--- src/sv/asld_pkg.sv ---
// ----------------------------------------------------------------------------
// asld_pkg
// shared types and constants for the adaptive sound level detector
// ----------------------------------------------------------------------------
`timescale 1ns / 1ps

package asld_pkg;

	// fixed field widths
	localparam int SAMPLE_W  = 16;
	localparam int MAG4_W    = 18;   // |sample| << 2 fits in 18 bits
	localparam int LEVEL_W   = 18;
	localparam int FLOOR_W   = 18;
	localparam int THR_W     = 20;
	localparam int TICK_W    = 16;
	localparam int APB_AW    = 3;
	localparam int APB_DW    = 32;

	// register select (paddr bit 2)
	localparam logic REG_MIN_TRIG = 1'b0;
	localparam logic REG_COOLDOWN = 1'b1;

	localparam logic [THR_W-1:0]  MIN_TRIG_RST = 20'd800;
	localparam logic [TICK_W-1:0] COOLDOWN_RST = 16'd400;

	// command codes
	localparam logic CMD_SAMPLE = 1'b0;
	localparam logic CMD_TICK   = 1'b1;

	typedef struct packed {
		logic                       command;
		logic signed [SAMPLE_W-1:0] sample;
		logic                       block_last;
	} item_t;

	typedef struct packed {
		logic               detected;
		logic [LEVEL_W-1:0] level;
		logic [THR_W-1:0]   threshold;
		logic               seeding;
	} result_t;

	// control from the sequencer to a serial unit
	typedef struct packed {
		logic start;
		logic clear;
	} ser_ctl_t;

endpackage

--- src/sv/asld_ser_acc.sv ---
// ----------------------------------------------------------------------------
// asld_ser_acc
// bit-serial accumulator: adds one operand to the running sum, lsb first
// ----------------------------------------------------------------------------
`timescale 1ns / 1ps

module asld_ser_acc #(
	parameter int SUM_W = 28
) (
	input  logic                 clk,
	input  logic                 arst_n,
	input  asld_pkg::ser_ctl_t   ctl,
	input  logic [SUM_W-1:0]     addend,
	output logic                 busy,
	output logic [SUM_W-1:0]     sum
);
	import asld_pkg::*;

	localparam int CW = (SUM_W > 1) ? $clog2(SUM_W) : 1;

	logic [SUM_W-1:0] sum_q;
	logic [SUM_W-1:0] add_q;
	logic             carry_q;
	logic             busy_q;
	logic [CW-1:0]    bit_q;
	logic             s_bit;
	logic             c_next;

	// full adder on the low bits
	assign s_bit  = sum_q[0] ^ add_q[0] ^ carry_q;
	assign c_next = (sum_q[0] & add_q[0]) | (carry_q & (sum_q[0] ^ add_q[0]));

	always_ff @(posedge clk or negedge arst_n) begin
		if (!arst_n) begin
			sum_q   <= '0;
			busy_q  <= 1'b0;
			carry_q <= 1'b0;
			bit_q   <= '0;
		end else if (ctl.clear) begin
			sum_q  <= '0;
			busy_q <= 1'b0;
		end else if (ctl.start) begin
			busy_q  <= 1'b1;
			carry_q <= 1'b0;
			bit_q   <= '0;
		end else if (busy_q) begin
			sum_q   <= {s_bit, sum_q[SUM_W-1:1]};
			carry_q <= c_next;
			bit_q   <= bit_q + 1'b1;
			if (bit_q == CW'(SUM_W - 1))
				busy_q <= 1'b0;
		end
	end

	always_ff @(posedge clk) begin
		if (ctl.start)
			add_q <= addend;
		else if (busy_q)
			add_q <= {1'b0, add_q[SUM_W-1:1]};
	end

	assign busy = busy_q;
	assign sum  = sum_q;

endmodule

--- src/sv/asld_ser_div.sv ---
// ----------------------------------------------------------------------------
// asld_ser_div
// restoring divider, one quotient bit per cycle, msb first
// ----------------------------------------------------------------------------
`timescale 1ns / 1ps

module asld_ser_div #(
	parameter int SUM_W = 28,
	parameter int CNT_W = 11
) (
	input  logic                          clk,
	input  logic                          arst_n,
	input  asld_pkg::ser_ctl_t            ctl,
	input  logic [SUM_W-1:0]              dividend,
	input  logic [CNT_W-1:0]              divisor,
	output logic                          busy,
	output logic [asld_pkg::LEVEL_W-1:0]  quotient
);
	import asld_pkg::*;

	localparam int CW = (SUM_W > 1) ? $clog2(SUM_W) : 1;

	logic [SUM_W-1:0] num_q;
	logic [SUM_W-1:0] quo_q;
	logic [CNT_W-1:0] rem_q;
	logic [CNT_W-1:0] dsr_q;
	logic             busy_q;
	logic [CW-1:0]    step_q;
	logic [CNT_W:0]   trial;
	logic [CNT_W:0]   diff;
	logic             fits;

	assign trial = {rem_q, num_q[SUM_W-1]};
	assign diff  = trial - {1'b0, dsr_q};
	assign fits  = (trial >= {1'b0, dsr_q});

	always_ff @(posedge clk or negedge arst_n) begin
		if (!arst_n) begin
			busy_q <= 1'b0;
			step_q <= '0;
		end else if (ctl.clear) begin
			busy_q <= 1'b0;
		end else if (ctl.start) begin
			busy_q <= 1'b1;
			step_q <= '0;
		end else if (busy_q) begin
			step_q <= step_q + 1'b1;
			if (step_q == CW'(SUM_W - 1))
				busy_q <= 1'b0;
		end
	end

	always_ff @(posedge clk) begin
		if (ctl.start) begin
			num_q <= dividend;
			dsr_q <= divisor;
			rem_q <= '0;
			quo_q <= '0;
		end else if (busy_q) begin
			num_q <= {num_q[SUM_W-2:0], 1'b0};
			quo_q <= {quo_q[SUM_W-2:0], fits};
			rem_q <= fits ? diff[CNT_W-1:0] : trial[CNT_W-1:0];
		end
	end

	assign busy     = busy_q;
	assign quotient = quo_q[LEVEL_W-1:0];

endmodule

--- src/sv/adaptive_sound_level_detector.sv ---
// ----------------------------------------------------------------------------
// adaptive_sound_level_detector
// mean absolute level per block against an adaptive noise floor
// a counted sample word stalls the input while it is added serially, until
// the sequencer sees the adder finish; a block-closing word keeps it stalled
// through the serial divide and a decision step, which registers the result
// and waits while the result register is stalled; tick words do not leave
// idle; reset clears sums, counts, floor, tick count and loads register
// defaults (SUM_W = 18 + clog2(BLOCK_MAX), 28 by default)
// ----------------------------------------------------------------------------
`timescale 1ns / 1ps

module adaptive_sound_level_detector #(
	parameter int BLOCK_MAX = 1024
) (
	input  logic                          clk,
	input  logic                          arst_n,
	// input channel
	input  logic                          item_valid,
	output logic                          item_stall,
	input  asld_pkg::item_t               item,
	// result channel
	output logic                          result_valid,
	input  logic                          result_stall,
	output asld_pkg::result_t             result,
	// register port
	input  logic                          psel,
	input  logic                          penable,
	input  logic                          pwrite,
	input  logic [asld_pkg::APB_AW-1:0]   paddr,
	input  logic [asld_pkg::APB_DW-1:0]   pwdata,
	output logic [asld_pkg::APB_DW-1:0]   prdata,
	output logic                          pready
);
	import asld_pkg::*;

	// sum must hold BLOCK_MAX magnitudes of up to 2^17
	localparam int LOG_BM = (BLOCK_MAX > 1) ? $clog2(BLOCK_MAX) : 0;
	localparam int SUM_W  = MAG4_W + LOG_BM;
	localparam int CNT_W  = $clog2(BLOCK_MAX + 1);

	// sequencer states
	localparam logic [1:0] ST_IDLE = 2'd0;
	localparam logic [1:0] ST_ACC  = 2'd1;
	localparam logic [1:0] ST_DIV  = 2'd2;
	localparam logic [1:0] ST_DEC  = 2'd3;

	logic [1:0]          state_q;
	logic                last_q;      // current sample closes the block
	logic                div_go_q;    // one-cycle start towards the divider
	logic [CNT_W-1:0]    count_q;
	logic [FLOOR_W-1:0]  floor_q;
	logic                floor_ready_q;
	logic [TICK_W-1:0]   ticks_q;
	logic [THR_W-1:0]    min_trig_q;
	logic [TICK_W-1:0]   cooldown_q;
	logic                res_valid_q;
	result_t             res_q;

	// ---------------------------------------------------------------- registers
	logic cfg_wr;
	logic reg_sel;

	assign pready  = 1'b1;
	assign reg_sel = paddr[2];
	assign cfg_wr  = psel & penable & pwrite & pready;

	always_ff @(posedge clk or negedge arst_n) begin
		if (!arst_n) begin
			min_trig_q <= MIN_TRIG_RST;
			cooldown_q <= COOLDOWN_RST;
		end else if (cfg_wr) begin
			unique case (reg_sel)
				REG_MIN_TRIG: min_trig_q <= pwdata[THR_W-1:0];
				REG_COOLDOWN: cooldown_q <= pwdata[TICK_W-1:0];
				default: ;
			endcase
		end
	end

	always_comb begin
		prdata = '0;
		unique case (reg_sel)
			REG_MIN_TRIG: prdata = {{(APB_DW-THR_W){1'b0}}, min_trig_q};
			REG_COOLDOWN: prdata = {{(APB_DW-TICK_W){1'b0}}, cooldown_q};
			default:      prdata = '0;
		endcase
	end

	// ---------------------------------------------------------------- input side
	logic                take;
	logic                is_tick;
	logic                counted;
	logic [SAMPLE_W:0]   sx;
	logic [SAMPLE_W-1:0] mag;
	logic [MAG4_W-1:0]   mag4;

	// only the idle sequencer takes a word; results wait in their own register
	assign item_stall = (state_q != ST_IDLE);
	assign take       = item_valid & ~item_stall;
	assign is_tick    = (item.command == CMD_TICK);
	assign counted    = (count_q < CNT_W'(BLOCK_MAX));

	// magnitude of the sign-extended sample; -32768 gives 32768, still 16 bits
	assign sx   = {item.sample[SAMPLE_W-1], item.sample};
	assign mag  = sx[SAMPLE_W] ? SAMPLE_W'(~sx + 1'b1) : sx[SAMPLE_W-1:0];
	assign mag4 = {mag, 2'b00};

	// ---------------------------------------------------------------- serial units
	ser_ctl_t         acc_ctl;
	ser_ctl_t         div_ctl;
	logic             acc_busy;
	logic             div_busy;
	logic [SUM_W-1:0] sum;
	logic [LEVEL_W-1:0] quotient;
	logic             dec_fire;   // decision step writes the result register
	logic             out_free;

	assign out_free = ~res_valid_q | ~result_stall;
	assign dec_fire = (state_q == ST_DEC) & out_free;

	assign acc_ctl.start = take & ~is_tick & counted;
	assign acc_ctl.clear = dec_fire;
	assign div_ctl.start = div_go_q;
	assign div_ctl.clear = 1'b0;

	asld_ser_acc #(
		.SUM_W (SUM_W)
	) u_acc (
		.clk    (clk),
		.arst_n (arst_n),
		.ctl    (acc_ctl),
		.addend (SUM_W'(mag4)),
		.busy   (acc_busy),
		.sum    (sum)
	);

	asld_ser_div #(
		.SUM_W (SUM_W),
		.CNT_W (CNT_W)
	) u_div (
		.clk      (clk),
		.arst_n   (arst_n),
		.ctl      (div_ctl),
		.dividend (sum),
		.divisor  (count_q),
		.busy     (div_busy),
		.quotient (quotient)
	);

	// ---------------------------------------------------------------- decision
	logic [LEVEL_W-1:0] level;
	logic [THR_W-1:0]   thr5;
	logic [THR_W-1:0]   thr;
	logic               above;
	logic               cool_ok;
	logic [23:0]        floor_mix;
	logic [FLOOR_W-1:0] floor_new;

	// an empty block reads as level zero
	assign level   = (count_q == '0) ? '0 : quotient;
	assign thr5    = {floor_q, 2'b00} + THR_W'(floor_q);
	assign thr     = (thr5 < min_trig_q) ? min_trig_q : thr5;
	assign above   = (THR_W'(level) > thr);
	assign cool_ok = (ticks_q >= cooldown_q);

	// (31 * floor + level) / 32 as (32 * floor - floor + level) >> 5
	assign floor_mix = {1'b0, floor_q, 5'b00000} - 24'(floor_q) + 24'(level);
	assign floor_new = floor_mix[FLOOR_W+4:5];

	// ---------------------------------------------------------------- sequencer
	always_ff @(posedge clk or negedge arst_n) begin
		if (!arst_n) begin
			state_q       <= ST_IDLE;
			last_q        <= 1'b0;
			div_go_q      <= 1'b0;
			count_q       <= '0;
			floor_q       <= '0;
			floor_ready_q <= 1'b0;
			ticks_q       <= '0;
		end else begin
			div_go_q <= 1'b0;
			unique case (state_q)
				ST_IDLE: begin
					if (take) begin
						if (is_tick) begin
							// saturating tick count
							if (ticks_q != '1)
								ticks_q <= ticks_q + 1'b1;
						end else begin
							last_q <= item.block_last;
							if (counted) begin
								count_q <= count_q + 1'b1;
								state_q <= ST_ACC;
							end else if (item.block_last) begin
								// overfull block: the word still closes it
								div_go_q <= 1'b1;
								state_q  <= ST_DIV;
							end
						end
					end
				end
				ST_ACC: begin
					if (!acc_busy) begin
						if (last_q) begin
							div_go_q <= 1'b1;
							state_q  <= ST_DIV;
						end else begin
							state_q <= ST_IDLE;
						end
					end
				end
				ST_DIV: begin
					if (!div_go_q && !div_busy)
						state_q <= ST_DEC;
				end
				ST_DEC: begin
					if (out_free) begin
						count_q <= '0;
						state_q <= ST_IDLE;
						if (!floor_ready_q) begin
							// first block only seeds the floor
							floor_q       <= level;
							floor_ready_q <= 1'b1;
						end else begin
							if (above && cool_ok)
								ticks_q <= '0;
							if (!above)
								floor_q <= floor_new;
						end
					end
				end
				default: state_q <= ST_IDLE;
			endcase
		end
	end

	// ---------------------------------------------------------------- result word
	always_ff @(posedge clk or negedge arst_n) begin
		if (!arst_n)
			res_valid_q <= 1'b0;
		else if (dec_fire)
			res_valid_q <= 1'b1;
		else if (!result_stall)
			res_valid_q <= 1'b0;
	end

	always_ff @(posedge clk) begin
		if (dec_fire) begin
			res_q.level <= level;
			if (!floor_ready_q) begin
				res_q.detected  <= 1'b0;
				res_q.threshold <= '0;
				res_q.seeding   <= 1'b1;
			end else begin
				res_q.detected  <= above & cool_ok;
				res_q.threshold <= thr;
				res_q.seeding   <= 1'b0;
			end
		end
	end

	assign result_valid = res_valid_q;
	assign result       = res_q;

	// ---------------------------------------------------------------- checks
	a_count_bound: assert property (@(posedge clk) disable iff (!arst_n)
		count_q <= CNT_W'(BLOCK_MAX))
		else $error("block count beyond its limit");

	a_units_apart: assert property (@(posedge clk) disable iff (!arst_n)
		!(acc_busy && div_busy))
		else $error("accumulator and divider busy together");

	a_seed_result: assert property (@(posedge clk) disable iff (!arst_n)
		(result_valid && result.seeding) |-> (!result.detected && result.threshold == '0))
		else $error("seeding word carries a detection or threshold");

	a_dec_to_idle: assert property (@(posedge clk) disable iff (!arst_n)
		dec_fire |=> (state_q == ST_IDLE && result_valid))
		else $error("decision step did not deliver a word");

endmodule

--- config.mk ---
export PLATFORM = sky130hd
export DESIGN_NAME = adaptive_sound_level_detector
export DESIGN_NICKNAME = d
export VERILOG_FILES = /design/src/sv/asld_pkg.sv /design/src/sv/asld_ser_acc.sv /design/src/sv/asld_ser_div.sv /design/src/sv/adaptive_sound_level_detector.sv
export SDC_FILE = /design/constraint.sdc
export NUM_CORES = 1
export LEC_CHECK = 0
export ABC_AREA = 1
export ABC_CLOCK_PERIOD_IN_PS = 5500
export BUFFER_PORTS_ARGS = -buffer_cell sky130_fd_sc_hd__buf_2
export CELL_PAD_IN_SITES_DETAIL_PLACEMENT = 0
export CELL_PAD_IN_SITES_GLOBAL_PLACEMENT = 2
export CORE_AREA = 3 3 213 215
export CTS_CLUSTER_DIAMETER = 80
export DETAILED_ROUTE_END_ITERATION = 8
export DIE_AREA = 0 0 216 218
export PLACE_DENSITY = 0.9
export RECOVER_POWER = 50
export SLEW_MARGIN = 30
export SYNTH_ARGS = -nofsm -noshare
export SYNTH_HDL_FRONTEND = slang
export SYNTH_SLANG_ARGS = --single-unit
--- constraint.sdc ---
create_clock -name clk -period 5.5 [get_ports clk]
set_clock_uncertainty 0.15 [all_clocks]
set_input_delay 0.275 -clock clk [delete_from_list [all_inputs] [get_ports clk]]
set_output_delay 0.275 -clock clk [all_outputs]
set_load 0.02 [all_outputs]
==> out/metrics.yaml, run 1 <==
global_routing:
  grt_pass1_vias: 12500
  track_usage: 0.183
  antenna_found_initial: 0
  grt_max_degree: 74
  grt_first_pass_wirelength_mm: 69.2
  overflow: 0
clock_tree:
  cts_sinks: 254
  htreeDepth: 1
  cts_root_buf: "clkbuf_16"
  clk_pin_slew_worst_paths_ns: 0.06
  numCtsBuffers: 30
  clk_latency_ns: 0.58
  clockBufferDepth: 3
  cts_tree: "done"
cells_and_area:
  nNetsFinal: 2312
  antenna-diode-count: 0
  area_growth_pct: 19.0
  fin_area_um2: 18700
  stdcell_count: 2742
  drive_gt1_frac: 0.114
  final_core_util: 0.425
outcome:
  violations: "max-capacitance violations, max-slew violations"
  status: "finished, violations left"
timing:
  drv_slew: 154
  slew_headroom: -1.55
  finalHoldViolCount: 0
  setup-violations-final: 0
  max_freq_mhz: 195
  period_share: 0.934
  tightest_slew_ns: 3.82
  post-route-min-period_ns: 5.14
route:
  firstDrtPassIters: 6
  wire_per_inst_um: 16.0
  viasPerCell: 4.91
  drt.antenna.violating_nets: 0
  drc: 0
  drt_iter0_drc: 863
  wirelength_mm: 43.8
  vias: 13500
yosys:
  yosysUniqueCellTypes: 61
  avgSynthCellArea_um2: 8.05
  synth.yosys.seq_area_share: 0.426
  synth_area_leader_cell: "dfrtp_1"
  synthArstFlopShare: 0.504
  synth_top_flop_cell: "dfrtp_1"
  syn_area_um2: 15700
  ys_warn_count: 0
  synth-edff-count: 95
  ys_seq_elements: 254
  netlist.area_leader.share: 0.195
  syn_inst: 1947
  synthTopCellsByArea: "dfrtp_1, edfxtp_1, nand2_1"
floorplanning:
  io_pins: 135
  dieArea_um2: 47100
  initial_utilization: 0.357
  die_y_um: 218
  chipWidth_um: 216
  rows: 77
  core_area_um2: 43900
worst_setup_path:
  worstReg2RegStart: "floor_q[2]"
  crit_type: "register to register"
  cp.required_ns: 5.83
  startpoint_type: "register"
  arrival_ns: 5.46
  cpMaxStageDelayCell: "dfrtp_2"
  cp-startpoint: "floor_q[2]"
  max_stage_delay_ns: 0.42
  critPathMaxFanout: 12
  endpoint_kind: "register"
  crit_top_cell: "nand2_1"
job:
  cap_viol_max_count: 3
placement:
  dp_cells: 2631
  postPlaceCellArea_um2: 17000
  place_hpwl_mm: 32.2
  gp_congestion: 0.889
  port_buffers: 107
worst_hold_path:
  hold_path_class: "input port to register"
  hp-start: "item[16]"
repair_timing:
item | CTS | global route
resized for setup | 0 | 66
endpoints found under the setup margin | 0 | 35
setup buffers | 0 | 12
endpoints found under the hold margin | 118 | 0
hold buffers | 39 | 0
flip-flops by register name (all words and copies together), names as in the netlist, 2 cells and up:
register / flops
cooldown_q: 16
count_q: 11
floor_q: 18
min_trig_q: 20
result: 40
state_q: 2
ticks_q: 16
u_acc.add_q: 18
u_acc.bit_q: 5
u_acc.sum: 28
u_div.dsr_q: 11
u_div.num_q: 28
u_div.quo_q: 18
u_div.rem_q: 11
u_div.step_q: 5
layout by cell type, fill, tap and decap left out, types with 8 or more instances in the layout:
| master | n |
|---|---|
| nand2_1 | 405 |
| inv_1 | 315 |
| o21ai_0 | 195 |
| nor2_1 | 137 |
| dfrtp_1 | 116 |
| ha_1 | 97 |
| edfxtp_1 | 95 |
| a21oi_1 | 88 |
| nand3_1 | 81 |
| clkbuf_1 | 72 |
| buf_2 | 47 |
| buf_4 | 43 |
| dlygate4sd3_1 | 39 |
| clkbuf_16 | 32 |
| dfxtp_1 | 31 |
| o21ai_1 | 28 |
| nor3_1 | 26 |
| o22ai_1 | 21 |
| nand2_2 | 18 |
| xor2_1 | 15 |
| o21ai_2 | 15 |
| fa_1 | 15 |
| conb_1 | 13 |
| clkinv_1 | 11 |
| ha_4 | 11 |
| inv_2 | 10 |
| nand4_1 | 10 |
| o21bai_1 | 8 |
| xnor2_1 | 8 |
cell usage after synthesis (4+ instances only):
library cell / number
fa_1: 16
and2_1: 5
nand2_2: 17
a21oi_1: 90
o21bai_1: 8
nor2_1: 139
a32o_1: 5
clkbuf_1: 34
a211oi_1: 7
buf_6: 4
inv_1: 317
dfxtp_1: 31
nand3_1: 83
nand4_1: 10
o21ai_0: 206
nand2_1: 407
dfstp_2: 6
nor3_2: 7
o22ai_1: 21
nor2_2: 4
a21o_1: 6
o21a_1: 6
nand3b_1: 5
o31ai_1: 5
nor4_1: 7
edfxtp_1: 95
and3_1: 4
buf_4: 14
ha_1: 110
nand3_2: 4
nor3_1: 26
xor2_1: 18
o21ai_1: 18
inv_2: 11
xnor2_1: 8
o211ai_1: 7
a31oi_1: 7
o21ai_2: 14
dfrtp_1: 122
buf_2: 8
clkinv_1: 4
layer usage:
layer / part of all wire / GRT usage
met1: 0.49 / 0.269
met2: 0.44 / 0.282
met3: 0.044 / 0.0262
met4: 0.028 / 0.0510
met5: 0 / 0
worst max-delay path, delay by kind of cell, from the launching register on:
family	cells	cell delay (ns)
buffers and inverters	4	0.48
adders and majority gates	4	1.11
AOI/OAI and AO/OA	6	0.80
and+or+nand+nor	19	1.81
xor gates and xnor gates	1	0.22
DFF	1	0.42
metrics by stage:
stage	setup WS, ns	hold slack (ns)	TNS [ns]
2_1_floorplan	0.807	-0.171	0
5_1_grt	-0.0298	0.0648	-0.142
6_report	0.361	0.0555	0
3_5_place_dp	0.131	0.229	0
4_1_cts	0.0867	0.0202	0
3_3_place_gp	0.201	0.223	0
final timing paths:
check / endpoint / slack (ns) / cells after the start
max: floor_q[1] / 0.36 / 34
min: u_acc.add_q[5] / 0.06 / 3
max reg2reg: floor_q[1] / 0.36 / 34
min reg2reg: u_div.rem_q[10] / 0.32 / 2
max in group asynchronous: u_acc.sum[18] / 1.01 / 3
min in group asynchronous: floor_q[12] / 1.62 / 2
cells by family after synthesis:
kind of cell,after synthesis,synth area share
fa+ha+maj,126,0.108
mux,1,0.000639
compound gates,414,0.149
flops,254,0.426
buf+inv,396,0.101
other cells,2,0.000479
simple gates,728,0.200
xor+xnor,26,0.0145
layout make-up:
type | count | area (um2)
Multi-Input combinational cell | 1308 | 7690
Fill cell | 4509 | 25300
Clock inverter | 13 | 119
Timing Repair Buffer | 199 | 1320
Tap cell | 592 | 741
Sequential cell | 254 | 6690
Timing Repair inverter | 1 | 6.26
Clock buffer | 43 | 830
Inverter | 332 | 1250
Power of run 1 is left out: the tool's default activity adds up to more than one toggle a clock period on the data nets, which glitch-free logic cannot reach.
==> inputs of run 2 (changes only) <==
--- a/config.mk
+++ b/config.mk
@@ -16,5 +16,4 @@
 export DIE_AREA = 0 0 216 218
 export PLACE_DENSITY = 0.9
-export RECOVER_POWER = 50
 export SLEW_MARGIN = 30
 export SYNTH_ARGS = -nofsm -noshare
--- a/constraint.sdc
+++ b/constraint.sdc
@@ -3,3 +3,3 @@
 set_input_delay 0.275 -clock clk [delete_from_list [all_inputs] [get_ports clk]]
 set_output_delay 0.275 -clock clk [all_outputs]
-set_load 0.02 [all_outputs]
+set_load 0.05 [all_outputs]
==> out/metrics.yaml, run 2 (same netlist as run 1, synthesis figures left out) <==
route:
  wire_per_inst_um: 15.9
  drc: 0
  drt_iter0_drc: 912
  wirelength_mm: 43.7
  firstDrtPassIters: 6
  viasPerCell: 4.91
  drt.antenna.violating_nets: 0
  vias: 13500
cells_and_area:
  n_fill_cell: 4484
  largest_reg_flops: 40
  layout_common_cells: "nand2_1, inv_1, o21ai_0"
  seqCellArea_um2: 6690
  layout_commonest_cell: "nand2_1"
  drive_gt1_frac: 0.146
  antenna-diode-count: 0
  multi_input_area_um2: 7710
  nNetsFinal: 2312
  area_growth_pct: 19.6
clock_tree:
  cts_tree: "done"
  numCtsBuffers: 30
  clockBufferDepth: 3
  cts_sinks: 254
  htreeDepth: 1
  clk_pin_slew_worst_paths_ns: 0.06
  cts_root_buf: "clkbuf_16"
  clk_latency_ns: 0.58
job:
  cap_viol_max_count: 0
worst_setup_path:
  critPathMaxFanout: 12
  startpoint_type: "register"
  cp.required_ns: 5.83
  cp-startpoint: "floor_q[2]"
  critPathBufInv: 5
  arrival_ns: 5.45
  worstReg2RegStart: "floor_q[2]"
  crit_top_cell: "nand2_1"
  crit_type: "register to register"
  path_delay_family: "simple AND/OR/NAND/NOR gates"
  max_stage_delay_ns: 0.42
  cpMaxStageDelayCell: "dfrtp_2"
  endpoint_kind: "register"
floorplanning:
  io_pins: 135
  die_y_um: 218
  core_area_um2: 43900
  chipWidth_um: 216
  dieArea_um2: 47100
  rows: 77
  initial_utilization: 0.357
global_routing:
  use_met3: 0.0262
  overflow: 0
  grt_use_met1: 0.269
  grt_first_pass_wirelength_mm: 69.2
  antenna_found_initial: 0
  met2_usage: 0.282
  grt_pass1_vias: 12500
  grt_max_degree: 74
  track_usage: 0.183
  top_usage_layer: "met2"
placement:
  gp_congestion: 0.889
  port_buffers: 107
  place_hpwl_mm: 32.2
timing:
  finalHoldViolCount: 0
  setup-violations-final: 0
  slew_headroom: 0.357
  tightest_slew_ns: 0.962
  holdWs_ns: 0.0544
  period_share: 0.932
  post-route-min-period_ns: 5.13
  drv_slew: 0
  max_freq_mhz: 195
outcome:
  status: "completed"
worst_hold_path:
  hold_path_class: "input port to register"
  hp-start: "item[16]"
## run 2: cell types whose count changed in the layout (fill, tap and decap cells not counted)
| cell | delta |
|---|---|
| clkdlybuf4s25_1 | -1 |
| nor2_4 | +1 |
| clkbuf_1 | -62 |
| nor2_2 | +2 |
| o21ai_0 | -1 |
| o21ai_2 | +1 |
| nand2_1 | -1 |
| nor2_1 | -3 |
| buf_6 | +1 |
| clkbuf_4 | -1 |
| buf_4 | +3 |
| nand2_2 | +1 |
| buf_2 | +60 |
## run 2: worst register-to-register path, delay by kind of cell, from the launching register on
kind	cells	cell delay [ns]
compound gates	6	0.81
xor+xnor	1	0.22
fa+ha+maj	4	1.09
buf+inv	5	0.62
flops	1	0.42
simple gates	17	1.66
## run 2: metal layers
metal / vias up / share of wire
li1: 6730 / -
met1: 6339 / 0.49
met2: 318 / 0.44
met3: 64 / 0.048
met4: 0 / 0.028
met5: - / 0
## run 2: worst paths after layout
| kind | to | slack [ns] | depth (start not counted) |
|---|---|---|---|
| worst max-delay path | floor_q[1] | 0.37 | 33 |
| worst min-delay path | u_acc.add_q[5] | 0.05 | 3 |
| worst max register to register | floor_q[1] | 0.37 | 33 |
| worst min register to register | u_div.rem_q[10] | 0.32 | 2 |
| max in group asynchronous | u_acc.sum[18] | 3.77 | 3 |
| min in group asynchronous | floor_q[16] | 0.16 | 2 |
## run 2: timing repair
action                                 CTS  global route
endpoints found under the hold margin  118             0
setup buffers                            0            12
hold buffers                            39             0
setup endpoints to repair                0            35
resized for setup                        0            66
## run 2: through the flow
step / TNS (ns) / area (um2) / utilization / worst slack, ns / instances
after floorplan: 0 / 15700 / - / 0.807 / 1958
after CTS: 0 / 18300 / 0.417 / 0.0867 / 2726
after global placement: 0 / 17000 / 0.387 / 0.201 / 2631
after global routing: -0.143 / 18800 / 0.427 / -0.0298 / 2742
final: 0 / 18800 / 0.427 / 0.373 / 2742
after detailed placement: 0 / 17000 / 0.387 / 0.131 / 2631
## run 2: layout make-up
class,instances,share of cell area
timing repair buffer,199,0.0746
inverter,332,0.0669
multi-input combinational,1308,0.411
clock buffer,43,0.0442
tap,592,0.0395
sequential,254,0.357
clock inverter,13,0.00634
timing repair inverter,1,0.000334
Power of run 2 is left out for the same reason.
